File: config.mk
export PLATFORM = sky130hd
export DESIGN_NAME = uart_command_line_parser_top
export DESIGN_NICKNAME = d
export VERILOG_FILES = /design/src/design/ucp_pkg.sv /design/src/design/ucp_parser.sv /design/src/design/ucp_out_buf.sv /design/src/design/uart_command_line_parser_top.sv
export SDC_FILE = /design/constraint.sdc
export NUM_CORES = 1
export LEC_CHECK = 0
export ABC_AREA = 1
export BUFFER_PORTS_ARGS = -buffer_cell sky130_fd_sc_hd__clkbuf_2
export CORE_ASPECT_RATIO = 0.6
export CORE_MARGIN = 2
export CORE_UTILIZATION = 53
export CTS_BUF_LIST = sky130_fd_sc_hd__clkbuf_4
export DETAILED_ROUTE_END_ITERATION = 16
export PLACE_DENSITY = 0.8
export SLEW_MARGIN = 10
export SYNTH_ARGS = -nofsm -noshare
export SYNTH_HDL_FRONTEND = slang
export SYNTH_SLANG_ARGS = --single-unit
File: constraint.sdc
create_clock -name clk -period 2.55 [get_ports clk]
set_input_delay 0.6375 -clock clk [delete_from_list [all_inputs] [get_ports clk]]
set_output_delay 0.6375 -clock clk [all_outputs]
set_load 0.02 [all_outputs]
File: src/design/ucp_pkg.sv
// ----------------------------------------------------------------------------
// ucp_pkg
// Shared types, codes and helpers of the command line parser.
// ----------------------------------------------------------------------------
`timescale 1ns / 1ps

package ucp_pkg;

  localparam int LINE_CAPACITY = 32;
  localparam int POS_W         = $clog2(LINE_CAPACITY);
  localparam logic [POS_W-1:0] POS_LAST = POS_W'(LINE_CAPACITY - 1);

  localparam int SUF_W = 5;
  localparam logic [SUF_W-1:0] SUF_MAX = 5'd31;

  localparam int DATA_W = 32;
  localparam int ADDR_W = 3;

  // register indexes
  localparam logic REG_INTERVAL_MIN = 1'b0;
  localparam logic REG_INTERVAL_MAX = 1'b1;

  localparam logic [7:0] INTERVAL_MIN_RST = 8'd2;
  localparam logic [7:0] INTERVAL_MAX_RST = 8'd60;

  // request modes
  localparam logic [1:0] MODE_BYTE     = 2'd0;
  localparam logic [1:0] MODE_OVERFLOW = 2'd1;
  localparam logic [1:0] MODE_FRAMING  = 2'd2;

  // status codes
  localparam logic [3:0] ST_CLOCK_SET    = 4'd0;
  localparam logic [3:0] ST_SET_INTERVAL = 4'd1;
  localparam logic [3:0] ST_TIME_FMT     = 4'd2;
  localparam logic [3:0] ST_INTERVAL_FMT = 4'd3;
  localparam logic [3:0] ST_RANGE        = 4'd4;
  localparam logic [3:0] ST_UNKNOWN      = 4'd5;
  localparam logic [3:0] ST_OVERFLOW     = 4'd6;
  localparam logic [3:0] ST_FRAMING      = 4'd7;
  localparam logic [3:0] ST_TOO_LONG     = 4'd8;

  localparam logic [7:0] CHAR_CR    = 8'h0D;
  localparam logic [7:0] CHAR_LF    = 8'h0A;
  localparam logic [7:0] CHAR_NUL   = 8'h00;
  localparam logic [7:0] CHAR_COLON = 8'h3A;
  localparam logic [7:0] CHAR_EQ    = 8'h3D;
  localparam logic [7:0] CHAR_I     = 8'h49;
  localparam logic [7:0] CHAR_M     = 8'h4D;

  localparam logic [11:0] HOUR_MAX  = 12'd23;
  localparam logic [11:0] MINSEC_MAX = 12'd59;
  localparam logic [11:0] BYTE_MAX  = 12'd255;

  typedef enum logic [2:0] {
    KIND_COMMON      = 3'd0,
    KIND_TIME_PREFIX = 3'd1,
    KIND_TM_PREFIX   = 3'd2,
    KIND_TIME_BODY   = 3'd3,
    KIND_TM_BODY     = 3'd4,
    KIND_UNKNOWN     = 3'd5
  } line_kind_t;

  typedef struct packed {
    logic [1:0] mode;
    logic [7:0] rx_byte;
  } ucp_in_t;

  typedef struct packed {
    logic [3:0] status;
    logic [4:0] hour;
    logic [5:0] minute;
    logic [5:0] second;
    logic [7:0] interval;
  } ucp_out_t;

  typedef struct packed {
    logic [7:0] interval_min;
    logic [7:0] interval_max;
  } ucp_cfg_t;

  function automatic logic is_digit(input logic [7:0] c);
    return (c >= 8'h30) && (c <= 8'h39);
  endfunction

  // characters of the time command prefix
  function automatic logic [7:0] time_char(input logic [POS_W-1:0] p);
    logic [7:0] c;
    case (p)
      POS_W'(0): c = 8'h53;
      POS_W'(1): c = 8'h45;
      POS_W'(2): c = 8'h54;
      POS_W'(3): c = 8'h5F;
      POS_W'(4): c = 8'h54;
      POS_W'(5): c = 8'h49;
      POS_W'(6): c = 8'h4D;
      POS_W'(7): c = 8'h45;
      POS_W'(8): c = 8'h3D;
      default:   c = 8'h00;
    endcase
    return c;
  endfunction

endpackage

File: src/design/ucp_parser.sv
// ----------------------------------------------------------------------------
// ucp_parser
// Per-byte line state and status decision, one request per cycle.
// ----------------------------------------------------------------------------
`timescale 1ns / 1ps

module ucp_parser (
  input  logic             clk,
  input  logic             rst_n,
  input  logic             fire,
  input  ucp_pkg::ucp_in_t in_item,
  input  ucp_pkg::ucp_cfg_t cfg,
  output logic             res_valid,
  output ucp_pkg::ucp_out_t res_data
);
  import ucp_pkg::*;

  line_kind_t        kind_r, kind_nxt;
  logic [POS_W-1:0]  pos_r, pos_nxt;
  logic              ended_r, ended_nxt;
  logic              fv_r, fv_nxt;
  logic [7:0]        acc_r, acc_nxt;
  logic [4:0]        hour_r, hour_nxt;
  logic [5:0]        min_r, min_nxt;
  logic [SUF_W-1:0]  suf_r, suf_nxt;

  logic        is_byte;
  logic        eol;
  logic        line_end;
  logic        room;
  logic        advance;
  logic        too_long;
  logic        clr;
  logic        parse_en;
  logic [7:0]  c;
  logic [3:0]  digit;
  logic [11:0] v;

  assign c        = in_item.rx_byte;
  assign digit    = c[3:0];
  assign v        = {4'b0000, acc_r} * 12'd10 + {8'b0, digit};
  assign is_byte  = fire && (in_item.mode == MODE_BYTE);
  assign eol      = (c == CHAR_CR) || (c == CHAR_LF);
  assign room     = pos_r < POS_LAST;
  assign line_end = is_byte && eol && (pos_r != '0);
  assign advance  = is_byte && !eol && room;
  assign too_long = is_byte && !eol && !room;
  assign clr      = (fire && (in_item.mode == MODE_OVERFLOW)) || line_end || too_long;
  assign parse_en = advance && !ended_r && (c != CHAR_NUL);

  // line kind
  always_comb begin
    kind_nxt = kind_r;
    if (clr) begin
      kind_nxt = KIND_COMMON;
    end else if (parse_en) begin
      case (kind_r)
        KIND_COMMON: begin
          if (pos_r < POS_W'(5)) begin
            if (c != time_char(pos_r)) kind_nxt = KIND_UNKNOWN;
          end else if (c == CHAR_I) begin
            kind_nxt = KIND_TIME_PREFIX;
          end else if (c == CHAR_M) begin
            kind_nxt = KIND_TM_PREFIX;
          end else begin
            kind_nxt = KIND_UNKNOWN;
          end
        end
        KIND_TIME_PREFIX: begin
          if (pos_r >= POS_W'(9) || c != time_char(pos_r)) kind_nxt = KIND_UNKNOWN;
          else if (pos_r == POS_W'(8)) kind_nxt = KIND_TIME_BODY;
        end
        KIND_TM_PREFIX: kind_nxt = (c == CHAR_EQ) ? KIND_TM_BODY : KIND_UNKNOWN;
        default: kind_nxt = kind_r;
      endcase
    end
  end

  // fields and counters
  always_comb begin
    pos_nxt   = pos_r;
    ended_nxt = ended_r;
    fv_nxt    = fv_r;
    acc_nxt   = acc_r;
    hour_nxt  = hour_r;
    min_nxt   = min_r;
    suf_nxt   = suf_r;
    if (clr) begin
      pos_nxt   = '0;
      ended_nxt = 1'b0;
      fv_nxt    = 1'b1;
      acc_nxt   = '0;
      hour_nxt  = '0;
      min_nxt   = '0;
      suf_nxt   = '0;
    end else if (advance) begin
      pos_nxt = pos_r + POS_W'(1);
      if (!ended_r && c == CHAR_NUL) ended_nxt = 1'b1;
      if (parse_en && (kind_r == KIND_TIME_BODY || kind_r == KIND_TM_BODY)) begin
        if (suf_r < SUF_MAX) suf_nxt = suf_r + SUF_W'(1);
      end
      if (parse_en && kind_r == KIND_TIME_BODY) begin
        if (suf_r >= SUF_W'(8)) begin
          fv_nxt = 1'b0;
        end else if (suf_r == SUF_W'(2) || suf_r == SUF_W'(5)) begin
          if (c != CHAR_COLON) fv_nxt = 1'b0;
        end else if (!is_digit(c)) begin
          fv_nxt = 1'b0;
        end else if (suf_r == SUF_W'(0) || suf_r == SUF_W'(3) || suf_r == SUF_W'(6)) begin
          acc_nxt = {4'b0000, digit};
        end else if (suf_r == SUF_W'(1)) begin
          if (v > HOUR_MAX) fv_nxt = 1'b0;
          hour_nxt = v[4:0];
        end else if (suf_r == SUF_W'(4)) begin
          if (v > MINSEC_MAX) fv_nxt = 1'b0;
          min_nxt = v[5:0];
        end else begin
          if (v > MINSEC_MAX) fv_nxt = 1'b0;
          acc_nxt = v[7:0];
        end
      end
      if (parse_en && kind_r == KIND_TM_BODY && fv_r) begin
        if (!is_digit(c) || v > BYTE_MAX) fv_nxt = 1'b0;
        else acc_nxt = v[7:0];
      end
    end
  end

  // result of this request
  always_comb begin
    res_valid = 1'b0;
    res_data  = '0;
    if (fire && in_item.mode == MODE_OVERFLOW) begin
      res_valid       = 1'b1;
      res_data.status = ST_OVERFLOW;
    end else if (fire && in_item.mode == MODE_FRAMING) begin
      res_valid       = 1'b1;
      res_data.status = ST_FRAMING;
    end else if (too_long) begin
      res_valid       = 1'b1;
      res_data.status = ST_TOO_LONG;
    end else if (line_end) begin
      res_valid = 1'b1;
      case (kind_r)
        KIND_TIME_BODY: begin
          if (fv_r && suf_r == SUF_W'(8)) begin
            res_data.status = ST_CLOCK_SET;
            res_data.hour   = hour_r;
            res_data.minute = min_r;
            res_data.second = acc_r[5:0];
          end else begin
            res_data.status = ST_TIME_FMT;
          end
        end
        KIND_TM_BODY: begin
          if (!fv_r || suf_r == '0) begin
            res_data.status = ST_INTERVAL_FMT;
          end else if (acc_r < cfg.interval_min || acc_r > cfg.interval_max) begin
            res_data.status = ST_RANGE;
          end else begin
            res_data.status   = ST_SET_INTERVAL;
            res_data.interval = acc_r;
          end
        end
        default: res_data.status = ST_UNKNOWN;
      endcase
    end
  end

  always_ff @(posedge clk) begin
    if (!rst_n) begin
      kind_r  <= KIND_COMMON;
      pos_r   <= '0;
      ended_r <= 1'b0;
      fv_r    <= 1'b1;
      acc_r   <= '0;
      hour_r  <= '0;
      min_r   <= '0;
      suf_r   <= '0;
    end else begin
      kind_r  <= kind_nxt;
      pos_r   <= pos_nxt;
      ended_r <= ended_nxt;
      fv_r    <= fv_nxt;
      acc_r   <= acc_nxt;
      hour_r  <= hour_nxt;
      min_r   <= min_nxt;
      suf_r   <= suf_nxt;
    end
  end

endmodule

File: src/design/ucp_out_buf.sv
// ----------------------------------------------------------------------------
// ucp_out_buf
// Output register with a skid entry behind it.
// ----------------------------------------------------------------------------
`timescale 1ns / 1ps

module ucp_out_buf (
  input  logic              clk,
  input  logic              rst_n,
  input  logic              push,
  input  ucp_pkg::ucp_out_t push_data,
  output logic              full,
  output logic              out_valid,
  input  logic              out_stall,
  output ucp_pkg::ucp_out_t out_data
);
  import ucp_pkg::*;

  logic     out_valid_r, out_valid_nxt;
  logic     skid_valid_r, skid_valid_nxt;
  ucp_out_t out_data_r, out_data_nxt;
  ucp_out_t skid_data_r, skid_data_nxt;
  logic     out_free;

  assign out_free = !out_valid_r || !out_stall;

  always_comb begin
    out_valid_nxt  = out_valid_r;
    out_data_nxt   = out_data_r;
    skid_valid_nxt = skid_valid_r;
    skid_data_nxt  = skid_data_r;
    if (out_free) begin
      if (skid_valid_r) begin
        out_valid_nxt  = 1'b1;
        out_data_nxt   = skid_data_r;
        skid_valid_nxt = push;
        skid_data_nxt  = push_data;
      end else begin
        out_valid_nxt = push;
        out_data_nxt  = push_data;
      end
    end else if (push) begin
      skid_valid_nxt = 1'b1;
      skid_data_nxt  = push_data;
    end
  end

  always_ff @(posedge clk) begin
    if (!rst_n) begin
      out_valid_r  <= 1'b0;
      skid_valid_r <= 1'b0;
    end else begin
      out_valid_r  <= out_valid_nxt;
      skid_valid_r <= skid_valid_nxt;
    end
  end

  always_ff @(posedge clk) begin
    out_data_r  <= out_data_nxt;
    skid_data_r <= skid_data_nxt;
  end

  assign full      = skid_valid_r;
  assign out_valid = out_valid_r;
  assign out_data  = out_data_r;

endmodule

File: src/design/uart_command_line_parser_top.sv
// ----------------------------------------------------------------------------
// uart_command_line_parser_top
// Parses received UART bytes into set-time and set-interval commands.
//
//   channel  | handshake              | payload
//   ---------+------------------------+------------------------------------
//   in_      | in_valid / in_stall    | ucp_in_t  (mode, rx_byte)
//   out_     | out_valid / out_stall  | ucp_out_t (status, hour, minute,
//            |                        |            second, interval)
//   cfg      | psel/penable/pwrite    | paddr, pwdata, prdata (interval_min/max)
//
// one request per cycle while in_stall is low; a status reaches the output
// register the cycle after its request, or waits in the skid entry behind a
// stalled status; the line state updates in a single registered step per byte
// synchronous active-low reset clears the line state and both output slots
// in_stall rises only when the output register and its skid entry are both full
// ----------------------------------------------------------------------------
`timescale 1ns / 1ps

module uart_command_line_parser_top (
  input  logic                          clk,
  input  logic                          rst_n,
  input  logic                          in_valid,
  output logic                          in_stall,
  input  ucp_pkg::ucp_in_t              in_data,
  output logic                          out_valid,
  input  logic                          out_stall,
  output ucp_pkg::ucp_out_t             out_data,
  input  logic                          psel,
  input  logic                          penable,
  input  logic                          pwrite,
  input  logic [ucp_pkg::ADDR_W-1:0]    paddr,
  input  logic [ucp_pkg::DATA_W-1:0]    pwdata,
  output logic [ucp_pkg::DATA_W-1:0]    prdata,
  output logic                          pready
);
  import ucp_pkg::*;

  ucp_cfg_t cfg_r, cfg_nxt;
  logic     cfg_wr;
  logic     fire;
  logic     full;
  logic     res_valid;
  ucp_out_t res_data;

  assign pready = 1'b1;
  assign cfg_wr = psel && penable && pwrite && pready;

  always_comb begin
    cfg_nxt = cfg_r;
    if (cfg_wr) begin
      case (paddr[2])
        REG_INTERVAL_MIN: cfg_nxt.interval_min = pwdata[7:0];
        REG_INTERVAL_MAX: cfg_nxt.interval_max = pwdata[7:0];
        default:          cfg_nxt = cfg_r;
      endcase
    end
  end

  always_ff @(posedge clk) begin
    if (!rst_n) begin
      cfg_r.interval_min <= INTERVAL_MIN_RST;
      cfg_r.interval_max <= INTERVAL_MAX_RST;
    end else begin
      cfg_r <= cfg_nxt;
    end
  end

  always_comb begin
    case (paddr[2])
      REG_INTERVAL_MIN: prdata = {{(DATA_W-8){1'b0}}, cfg_r.interval_min};
      REG_INTERVAL_MAX: prdata = {{(DATA_W-8){1'b0}}, cfg_r.interval_max};
      default:          prdata = '0;
    endcase
  end

  assign in_stall = full;
  assign fire     = in_valid && !full;

  ucp_parser u_parser (
    .clk       (clk),
    .rst_n     (rst_n),
    .fire      (fire),
    .in_item   (in_data),
    .cfg       (cfg_r),
    .res_valid (res_valid),
    .res_data  (res_data)
  );

  ucp_out_buf u_out_buf (
    .clk       (clk),
    .rst_n     (rst_n),
    .push      (res_valid),
    .push_data (res_data),
    .full      (full),
    .out_valid (out_valid),
    .out_stall (out_stall),
    .out_data  (out_data)
  );

endmodule

==> results.ini, run 1 <==
[synth]
async_flop_share = 0
synthesis.area_um2 = 6820
synth-main-ff-cell = dfxtp_1
synth.cells.most_frequent = nand2_1, inv_1, nor2_1
seq_area_frac_synth = 0.429
synthTopCellsByArea = edfxtp_1, dfxtp_1, nand2_1
yosys.cell_types.count = 47
yosys.area.top_type_share = 0.255
synth_edf_count = 58
yosysWarnings = 0
ys_ff_latch = 117
syn_area_per_cell_um2 = 8.01
synth_top_cell_by_area = edfxtp_1
yosysMostFrequentCell = nand2_1
netlist_instances = 851

[route]
wl_per_cell_um = 14.6
drt.antenna.violating_nets = 0
drtPass1Iterations = 6
drc = 0
first_iter_violations = 472
dr_total_vias = 6260
vias_per_cell = 5.30
wirelength_mm = 17.2

[clock_network]
cts_hold_buf = 0
tritoncts = done
clk_pin_slew_ns = 0.13
clock-sinks = 117
clk_path_buf_depth = 2
cts-htree-levels = 4
root_buffer = clkbuf_4
clock_latency_ns = 0.56
cts_made_buffers = 17

[placement]
place_inst = 1147
hpwl_mm = 13.1
gp_congestion = 1.05
portBuffers = 64

[global_routing]
antenna_found_initial = 0
grt_max_degree = 30
globalRouteTotalUtil = 0.262
grt_first_pass_wirelength_mm = 28.0
grt_overflow_total = 0
grt_pass1_vias = 5622

[die]
core_area_um2 = 12700
die_w_um = 150
die_h_um = 91.9
initial_core_util = 0.537
rows = 32
ios = 116
die_area_um2 = 13800

[timing]
drv_slew = 0
hold_viol = 0
setup_slack_ns = -0.0446
setup_violations = 6
fin_crit_sh = 1.02
fmax_mhz = 385
tightest_slew_ns = 0.515
hold_ws_ns = 0.307
skew_ns = 0.0261
rsz0062_at_grt = yes
min_period_ns = 2.59
max_slew_margin = 0.654

[setup_path]
path_cells = ha_4 > ha_4 > inv_2 > fa_2 > nor2_4 > nand3_2 > nor2_2 > nand3_1 > nand2_1 > nand3_2 > nor2_4 > inv_2 > nor2_4 > nor2_4 > o21ai_1 > nor2_1
r2r_end = u_parser.acc_r[0]
critPathCaptureType = register
cp_max_fo = 6
startpoint_type = register
reg2reg_depth = 16
cp.arrival_ns = 3.04
path_delay_family = simple AND/OR/NAND/NOR gates
crit_path_frequent_cell = nor2_4
slowest_stage = fa_2
r2r_slack_ns = -0.04
path_class = reg2reg
cp_num_buf_inv = 2
worstReg2RegStart = u_parser.acc_r[1]
required_ns = 2.99
slowest_delay_ns = 0.47

[min_path]
worstHoldStart = pwdata[3]
min_path_type = in2reg
whs_path_depth = 3
min_to = cfg_r[3]

[layout]
fillers = 1068
multi_input_area_um2 = 3420
area_delta_synth_final_pct = 22.5
stdcell_count = 1181
insertedDiodeCount = 0
fin_nets = 1094
regArea_um2 = 2930
drive_above_1_share = 0.244
final_util = 0.658

[power_and_ir_drop]
powerDensity_nw_per_um2 = 489
leakage_nw = 4.13
peakVddDrop_mv = 0.315
power.total_w = 0.00408

[run]
cap_violations = 0

[outcome]
status = finished with violations
violations = negative setup slack

==> state kept, by name (all words and copies together), names as in the netlist, named ones only <==
name                   cells
u_parser.hour_r            5
cfg_r                     16
u_out_buf.skid_data_r     29
u_parser.min_r             6
u_parser.fv_r              1
u_parser.pos_r             5
u_parser.kind_r            3
u_out_buf.out_valid        1
u_parser.ended_r           1
u_out_buf.out_data        29
u_parser.suf_r             5
u_parser.acc_r             8
u_out_buf.full             1
==> through the flow <==
| step | cell area (um2) | setup TNS (ns) | setup WS (ns) |
|---|---|---|---|
| after global placement | 7820 | -1.02 | -0.156 |
| after detailed placement | 7820 | -1.87 | -0.250 |
| after CTS | 8280 | -0.0103 | -0.00840 |
| final | 8350 | -0.119 | -0.0446 |
| after floorplan | 6930 | -0.0527 | -0.0527 |
| after global routing | 8350 | -1.18 | -0.207 |
==> worst max-delay path by stage <==
stage | from | to | slack (ns) | cells past startpoint
5_1_grt | u_parser.acc_r[1] | u_parser.fv_r | -0.21 | 18
3_5_place_dp | in_data[1] | u_parser.acc_r[0] | -0.25 | 15
6_report | u_parser.acc_r[1] | u_parser.acc_r[0] | -0.04 | 16
4_1_cts | u_parser.acc_r[1] | u_parser.acc_r[7] | -0.008 | 15
2_1_floorplan | u_parser.acc_r[1] | u_parser.acc_r[0] | -0.05 | 16
3_3_place_gp | in_data[1] | u_parser.acc_r[0] | -0.16 | 15
==> worst register-to-register path: stages, from the launching register on <==
cell and delay (ns):
dfxtp_2 0.36, ha_4 0.24, ha_4 0.15, inv_2 0.05
fa_2 0.47, nor2_4 0.12, nand3_2 0.07, nor2_2 0.11
nand3_1 0.09, nand2_1 0.09, nand3_2 0.11, nor2_4 0.20
inv_2 0.09, nor2_4 0.11, nor2_4 0.06, o21ai_1 0.13
nor2_1 0.05
==> logic make-up (layout without fill, tap and decap cells) <==
group | after synthesis | count (layout) | share of synthesized area
AO/OA/AOI/OAI | 145 | 145 | 0.116
XOR/XNOR | 6 | 6 | 0.00771
adder cells (fa/ha/maj) | 44 | 44 | 0.0829
buffers and inverters | 167 | 304 | 0.108
flip-flops | 117 | 117 | 0.429
other | 2 | 25 | 0.00110
AND/OR/NAND/NOR | 370 | 370 | 0.255
==> routing by layer <==
layer / vias to the layer above / share of wire / global-route usage / wire length [um]
met3: 22 / 0.090 / 0.0796 / 1540
met5: - / 0 / 0 / 0
li1: 3076 / - / - / -
met2: 247 / 0.41 / 0.372 / 7130
met1: 2915 / 0.48 / 0.385 / 8330
met4: 0 / 0.012 / 0.0723 / 210
==> area by class of cell <==
| class | count | share of cell area |
|---|---|---|
| inverters | 126 | 0.0569 |
| clock buffers | 17 | 0.0153 |
| flip-flops and latches | 117 | 0.351 |
| clock inverters | 15 | 0.0259 |
| repair buffers | 146 | 0.116 |
| well taps | 170 | 0.0255 |
| multi-input cells | 590 | 0.409 |
==> where the power goes <==
part	switching, W	internal (W)
Combinational	0.000267	0.000131
Sequential	0.0000198	0.00202
Clock	0.000839	0.000806
==> timing repair <==
action	in CTS	in global routing
pin swaps	12	14
buffers inserted	1	1
setup endpoints to repair	9	10
cloned	0	0
resized for setup	21	13
==> cells in the final DEF (no fill, tap or decap), types with 5 or more instances in the layout <==
cell        n
nand2_2    10
a21o_1     11
nor2_2      6
o211ai_1    5
clkbuf_2   64
nor3_1     17
nor2_1     62
clkbuf_4   17
nor3b_1     8
nand3_2     5
nand3_1    50
dfxtp_1    55
edfxtp_1   58
ha_1       35
ha_4        7
inv_1     115
o21ai_0    54
nand2_1   167
buf_4      77
inv_6       5
nand4_1    14
nor2_4      9
xor2_1      6
inv_2      10
conb_1     25
a21oi_1    61
Power figures use the tool's default switching activity.
==> run 2, diff against run 1 <==
--- a/config.mk
+++ b/config.mk
@@ -7,9 +7,11 @@
 export LEC_CHECK = 0
 export ABC_AREA = 1
 export BUFFER_PORTS_ARGS = -buffer_cell sky130_fd_sc_hd__clkbuf_2
+export CELL_PAD_IN_SITES_DETAIL_PLACEMENT = 0
+export CELL_PAD_IN_SITES_GLOBAL_PLACEMENT = 2
 export CORE_ASPECT_RATIO = 0.6
 export CORE_MARGIN = 2
-export CORE_UTILIZATION = 53
+export CORE_UTILIZATION = 31
 export CTS_BUF_LIST = sky130_fd_sc_hd__clkbuf_4
 export DETAILED_ROUTE_END_ITERATION = 16
 export PLACE_DENSITY = 0.8
==> results.ini, run 2 (same netlist as run 1, synthesis figures left out) <==
[outcome]
status = finished with violations
violations = negative setup slack

[setup_path]
path_class = reg2reg
slowest_delay_ns = 0.58  ; +0.11 ns
startpoint_type = register
worstReg2RegStart = u_parser.acc_r[3]
required_ns = 3.03  ; +0.04 ns
r2r_slack_ns = -0.03  ; +0.02 ns
critPathCaptureType = register
cp_max_fo = 4  ; -2
r2r_end = u_parser.fv_r
slowest_stage = fa_2
path_cells = ha_4 > ha_4 > inv_2 > fa_2 > nor2_4 > nand3_2 > nor2_2 > buf_4 > nand3_1 > nand3_2 > nor2_4 > inv_4 > buf_6 > a21oi_4 > nand2_1 > nand2_1
path_delay_family = adder cells
cp_num_buf_inv = 4  ; +2
cp.arrival_ns = 3.06  ; +0.02 ns
reg2reg_depth = 16  ; unchanged

[timing]
rsz0062_at_grt = yes
drv_slew = 0  ; unchanged
hold_viol = 0  ; unchanged
min_period_ns = 2.58  ; -0.0173 ns
setup_slack_ns = -0.0273  ; +0.0173 ns
skew_ns = 0.0249  ; -0.00125 ns
hold_ws_ns = 0.321  ; +0.0141 ns
setup_violations = 2  ; -4
fmax_mhz = 388  ; +0.67%
fin_crit_sh = 1.01  ; -0.00678

[power_and_ir_drop]
intPower_w = 0.00299  ; +1.3%
swShare = 0.254  ; -0.0222
powerDensity_nw_per_um2 = 458  ; -6.2%
peakVddDrop_mv = 0.219  ; -31%
pwr-share-seq = 0.508  ; +0.009
p_comb_frac = 0.104  ; +0.006
netSwitchingPower_w = 0.00102  ; -9.7%
pwr-share-clk = 0.388  ; -0.015
leakage_nw = 4.28  ; +3.6%

[global_routing]
grt_first_pass_wirelength_mm = 29.2  ; +4.3%
met1_usage = 0.247  ; -0.138
grt_use_met2 = 0.219  ; -0.153
grt_overflow_total = 0  ; unchanged
grt_max_degree = 28  ; -6.7%
grt_pass1_vias = 5523  ; -1.8%
gr-usage-met3 = 0.0487  ; -0.0309
antenna_found_initial = 0  ; unchanged
globalRouteTotalUtil = 0.162  ; -0.0999
top_usage_layer = met1

[clock_network]
clk_path_buf_depth = 2  ; unchanged
root_buffer = clkbuf_4
cts_hold_buf = 0  ; unchanged
cts-htree-levels = 4  ; unchanged
clk_pin_slew_ns = 0.11  ; -0.02 ns
cts_made_buffers = 17  ; unchanged
clock-sinks = 117  ; unchanged
tritoncts = done
clock_latency_ns = 0.55  ; about the same

[die]
die_w_um = 195  ; +30%
die_area_um2 = 23200  ; +68%
core_area_um2 = 21300  ; +68%
initial_core_util = 0.320  ; -0.217
die_h_um = 119  ; +29%
rows = 41  ; +28%
ios = 116  ; unchanged

[layout]
final_util = 0.411  ; -0.247
drive_above_1_share = 0.271  ; +0.0264
area_delta_synth_final_pct = 28.3
regArea_um2 = 2930  ; about the same
fillers = 2197  ; +110%
fin_nets = 1121  ; +2.5%
final_cell_mix = nand2_1, inv_1, buf_4, clkbuf_2, nor2_1
mostFrequentLayoutCell = nand2_1
multi_input_area_um2 = 3460  ; +1.2%
stdcell_area_um2 = 8750  ; +4.8%
insertedDiodeCount = 0  ; unchanged

[route]
wl_per_cell_um = 13.7  ; -5.9%
drt.antenna.violating_nets = 0  ; unchanged
wirelength_mm = 18.1  ; +5.0%
dr_total_vias = 5946  ; -5.0%
drtPass1Iterations = 5  ; -1
first_iter_violations = 335  ; -29%
drc = 0  ; unchanged
vias_per_cell = 4.51  ; -15%

[placement]
gp_congestion = 0.952  ; -9.6%
dpl_cell_area_um2 = 8190  ; +4.8%
hpwl_mm = 14.4  ; +9.7%
portBuffers = 64  ; unchanged

[run]
cap_violations = 0  ; unchanged

[min_path]
min_path_type = in2reg
whs_path_depth = 3  ; unchanged
min_to = cfg_r[3]
worstHoldStart = pwdata[3]

run 2: cell types whose count changed in the layout (fill, tap and decap cells not counted), sizes merged:
cell | before | now
clkinvlp | 2 | 1
inv | 133 | 126
clkinv | 2 | 5
clkbuf | 81 | 86
buf | 82 | 109
run 2: layout make-up:
type	instances	share of cell area
Multi-Input combinational cell	590	0.395
Clock inverter	10	0.0180
Clock buffer	22	0.0189
Tap cell	279	0.0399
Inverter	126	0.0546
Timing Repair Buffer	173	0.138
Sequential cell	117	0.335
run 2: worst register-to-register path: stages (launching register included):
cell and delay (ns):
dfxtp_2 0.35, ha_4 0.27, ha_4 0.12, inv_2 0.04
fa_2 0.58, nor2_4 0.05, nand3_2 0.06, nor2_2 0.04
buf_4 0.13, nand3_1 0.09, nand3_2 0.13, nor2_4 0.19
inv_4 0.07, buf_6 0.13, a21oi_4 0.15, nand2_1 0.06
nand2_1 0.05
run 2: layer usage:
layer  up-vias  part of all wire
met5         -                 0
met3        12             0.057
li1       3125                 -
met4         0            0.0085
met1      2690              0.56
met2       119              0.38
run 2: how the worst max path moves through the flow:
stage | start | to | cells after the start
after CTS | u_parser.acc_r[1] | u_parser.acc_r[3] | 17
after floorplan | u_parser.acc_r[1] | u_parser.acc_r[0] | 16
final | u_parser.acc_r[3] | u_parser.fv_r | 16
after global placement | u_parser.acc_r[2] | u_parser.fv_r | 16
after detailed placement | u_parser.acc_r[2] | u_parser.fv_r | 16
after global routing | u_parser.acc_r[4] | u_parser.fv_r | 19
run 2: timing repair:
item,CTS,global route
pin swaps,12,20
setup buffers,0,1
gates resized for setup,23,25
setup endpoints to repair,9,10
run 2: power by group through the flow:
| stage | registers (W) | logic [W] | clock network, W |
|---|---|---|---|
| finish | 0.00204 | 0.000419 | 0.00155 |
| global route | 0.00204 | 0.000465 | 0.00167 |
| CTS | 0.00204 | 0.000420 | 0.00160 |
| detailed placement | 0.00208 | 0.000416 | 0 |
| global placement | 0.00208 | 0.000415 | 0 |
| floorplan | 0.00211 | 0.000232 | 0 |
run 2: stage by stage:
stage	instances	worst slack, ns	power [W]	TNS (ns)
5_1_grt	1317	-0.152	0.00418	-0.879
2_1_floorplan	874	-0.0527	0.00234	-0.0527
6_report	1317	-0.0273	0.00401	-0.0332
4_1_cts	1316	-0.00434	0.00406	-0.00734
3_5_place_dp	1284	-0.279	0.00250	-3.39
3_3_place_gp	1284	-0.248	0.00249	-2.96
==> run 3, diff against run 2 <==
--- a/config.mk
+++ b/config.mk
@@ -10,11 +10,10 @@
 export CELL_PAD_IN_SITES_DETAIL_PLACEMENT = 0
 export CELL_PAD_IN_SITES_GLOBAL_PLACEMENT = 2
 export CORE_ASPECT_RATIO = 0.6
-export CORE_MARGIN = 2
-export CORE_UTILIZATION = 31
+export CORE_UTILIZATION = 34
 export CTS_BUF_LIST = sky130_fd_sc_hd__clkbuf_4
 export DETAILED_ROUTE_END_ITERATION = 16
-export PLACE_DENSITY = 0.8
+export PLACE_DENSITY = 0.83
 export SLEW_MARGIN = 10
 export SYNTH_ARGS = -nofsm -noshare
 export SYNTH_HDL_FRONTEND = slang
==> constraint.sdc (replaced) <==
create_clock -name clk -period 2.72 [get_ports clk]
set_input_delay 0.68 -clock clk [delete_from_list [all_inputs] [get_ports clk]]
set_output_delay 0.68 -clock clk [all_outputs]
set_load 0.02 [all_outputs]
==> results.ini, run 3 (same netlist as run 1, synthesis figures left out) <==
[route]
drtPass1Iterations = 5  ; unchanged
drc = 0  ; unchanged
wirelength_mm = 17.1  ; -5.2%
first_iter_violations = 340  ; +1.5%
dr_total_vias = 5732  ; -3.6%
vias_per_cell = 4.54  ; +0.52%
drt.antenna.violating_nets = 0  ; unchanged
wl_per_cell_um = 13.6  ; -1.1%

[clock_network]
tritoncts = done
clk_path_buf_depth = 2  ; unchanged
cts_made_buffers = 17  ; unchanged
clock-sinks = 117  ; unchanged
cts-htree-levels = 4  ; unchanged
clk_pin_slew_ns = 0.15  ; +0.04 ns
cts_hold_buf = 0  ; unchanged
root_buffer = clkbuf_4
clock_latency_ns = 0.55  ; about the same

[timing]
fmax_mhz = 388  ; about the same
fin_crit_sh = 0.947  ; -0.0634
hold_viol = 0  ; unchanged
skew_ns = 0.0340  ; +0.00913 ns
tightest_slew_ns = 0.495
drv_slew = 0  ; unchanged
setup_violations = 0  ; -2
min_period_ns = 2.58  ; -0.000669 ns
max_slew_margin = 0.667

[setup_path]
reg2reg_depth = 15  ; -1
worstReg2RegStart = u_parser.acc_r[1]
critPathCaptureType = register
cp_max_fo = 4  ; unchanged
slowest_stage = fa_2
startpoint_type = register
r2r_end = u_parser.fv_r
cp.arrival_ns = 3.07  ; about the same
crit_path_frequent_cell = nand2_1
required_ns = 3.21  ; +0.18 ns
path_delay_family = simple AND/OR/NAND/NOR gates
cp.depth = 15  ; -1
cp_num_buf_inv = 2  ; -2
slowest_delay_ns = 0.47  ; -0.11 ns
path_cells = ha_4 > ha_4 > inv_2 > fa_2 > nor2_4 > nand3_1 > nor2_2 > nand3_1 > nand2_1 > nand3_2 > nor2_4 > inv_2 > a21oi_1 > nand2_1 > nand2_1
r2r_slack_ns = 0.14  ; +0.17 ns
worstSetupStartpoint = u_parser.acc_r[1]
path_class = reg2reg

[layout]
fillers = 2024  ; -7.9%
insertedDiodeCount = 0  ; unchanged
final_cell_mix = nand2_1, inv_1, buf_4, clkbuf_2, a21oi_1
stdcell_count = 1263  ; -4.1%
multi_input_area_um2 = 3340  ; -3.4%
mostFrequentLayoutCell = nand2_1
area_delta_synth_final_pct = 20.8
fin_nets = 1080  ; -3.7%
drive_above_1_share = 0.228  ; -0.0430
regArea_um2 = 2930  ; -0.13%

[power_and_ir_drop]
peakVddDrop_mv = 0.226  ; +3.4%
leakage_nw = 4.04  ; -5.7%
powerDensity_nw_per_um2 = 448  ; -2.2%
power.total_w = 0.00369  ; -7.9%

[placement]
hpwl_mm = 13.5  ; -6.1%
gp_congestion = 0.916  ; -3.8%
portBuffers = 64  ; unchanged
place_inst = 1228  ; -4.4%

[global_routing]
grt_pass1_vias = 5173  ; -6.3%
grt_first_pass_wirelength_mm = 27.6  ; -5.5%
grt_max_degree = 30  ; +7.1%
globalRouteTotalUtil = 0.175  ; +0.0124
grt_overflow_total = 0  ; unchanged
antenna_found_initial = 0  ; unchanged

[min_path]
worstHoldStart = pwdata[5]
min_to = cfg_r[5]
whs_path_depth = 3  ; unchanged
min_path_type = in2reg

[die]
rows = 39  ; -4.9%
ios = 116  ; unchanged
initial_core_util = 0.353  ; +0.0326
die_h_um = 112  ; -6.0%
core_area_um2 = 19300  ; -9.2%
die_w_um = 185  ; -5.4%
die_area_um2 = 20600  ; -11%

[outcome]
status = complete, no violations

[run]
cap_violations = 0  ; unchanged

## run 3: cell count changes in the layout (fill, tap and decap cells not counted), moves of 3 or more
cell      change
buf_4        -33
inv_8         +5
buf_6         -5
ha_4          -3
clkbuf_4      -5
a21oi_1       +3
nand3_1       +5
inv_6         +5
nand3_2       -5
buf_12        -3
## run 3: repair_timing
action / in CTS / in global routing
pin swaps: 1 / 11
setup endpoints to repair: 8 / 9
gates resized for setup: 7 / 19
buffers inserted: 0 / 3
## run 3: layout make-up
cell class,count,share of cell area
multi-input combinational,590,0.406
sequential,117,0.356
timing repair buffer,132,0.102
inverter,126,0.0577
tap,266,0.0404
clock inverter,15,0.0225
clock buffer,17,0.0155
## run 3: per-stage QoR
step                TNS (ns)  area [um2]   util  hold slack, ns  setup WS (ns)
finish                     0        8230  0.426           0.359          0.143
global route        -0.00837        8230  0.426           0.303       -0.00837
CTS                        0        8130  0.421           0.299         0.0106
detailed placement    -0.281        7800  0.404           0.452        -0.0811
global placement      -0.329        7800  0.404           0.445        -0.0749
floorplan                  0        6910      -           0.430        0.00718
## run 3: per-layer routing
metal | GRT usage | up-vias | wire length [um]
li1 | - | 3046 | -
met1 | 0.283 | 2566 | 9740
met2 | 0.223 | 114 | 6360
met3 | 0.0442 | 6 | 932
met4 | 0.0380 | 0 | 102
met5 | 0 | - | 0
## run 3: worst max-delay path by stage
stage / to / slack (ns)
after floorplan: u_parser.acc_r[0] / 0.007
after global placement: u_parser.acc_r[0] / -0.07
after detailed placement: u_parser.acc_r[0] / -0.08
after CTS: u_parser.acc_r[0] / 0.01
after global routing: u_parser.fv_r / -0.008
final: u_parser.fv_r / 0.14
## run 3: worst reg2reg max path: stages (launching register included)
cell     delay, ns
dfxtp_2       0.37
ha_4          0.24
ha_4          0.16
inv_2         0.05
fa_2          0.47
nor2_4        0.10
nand3_1       0.08
nor2_2        0.11
nand3_1       0.08
nand2_1       0.07
nand3_2       0.12
nor2_4        0.15
inv_2         0.07
a21oi_1       0.30
nand2_1       0.10
nand2_1       0.06
## run 3: report_power, final
part / switching (W) / internal (W)
Combinational: 0.000243 / 0.000115
Sequential: 0.0000171 / 0.00189
Clock: 0.000832 / 0.000593
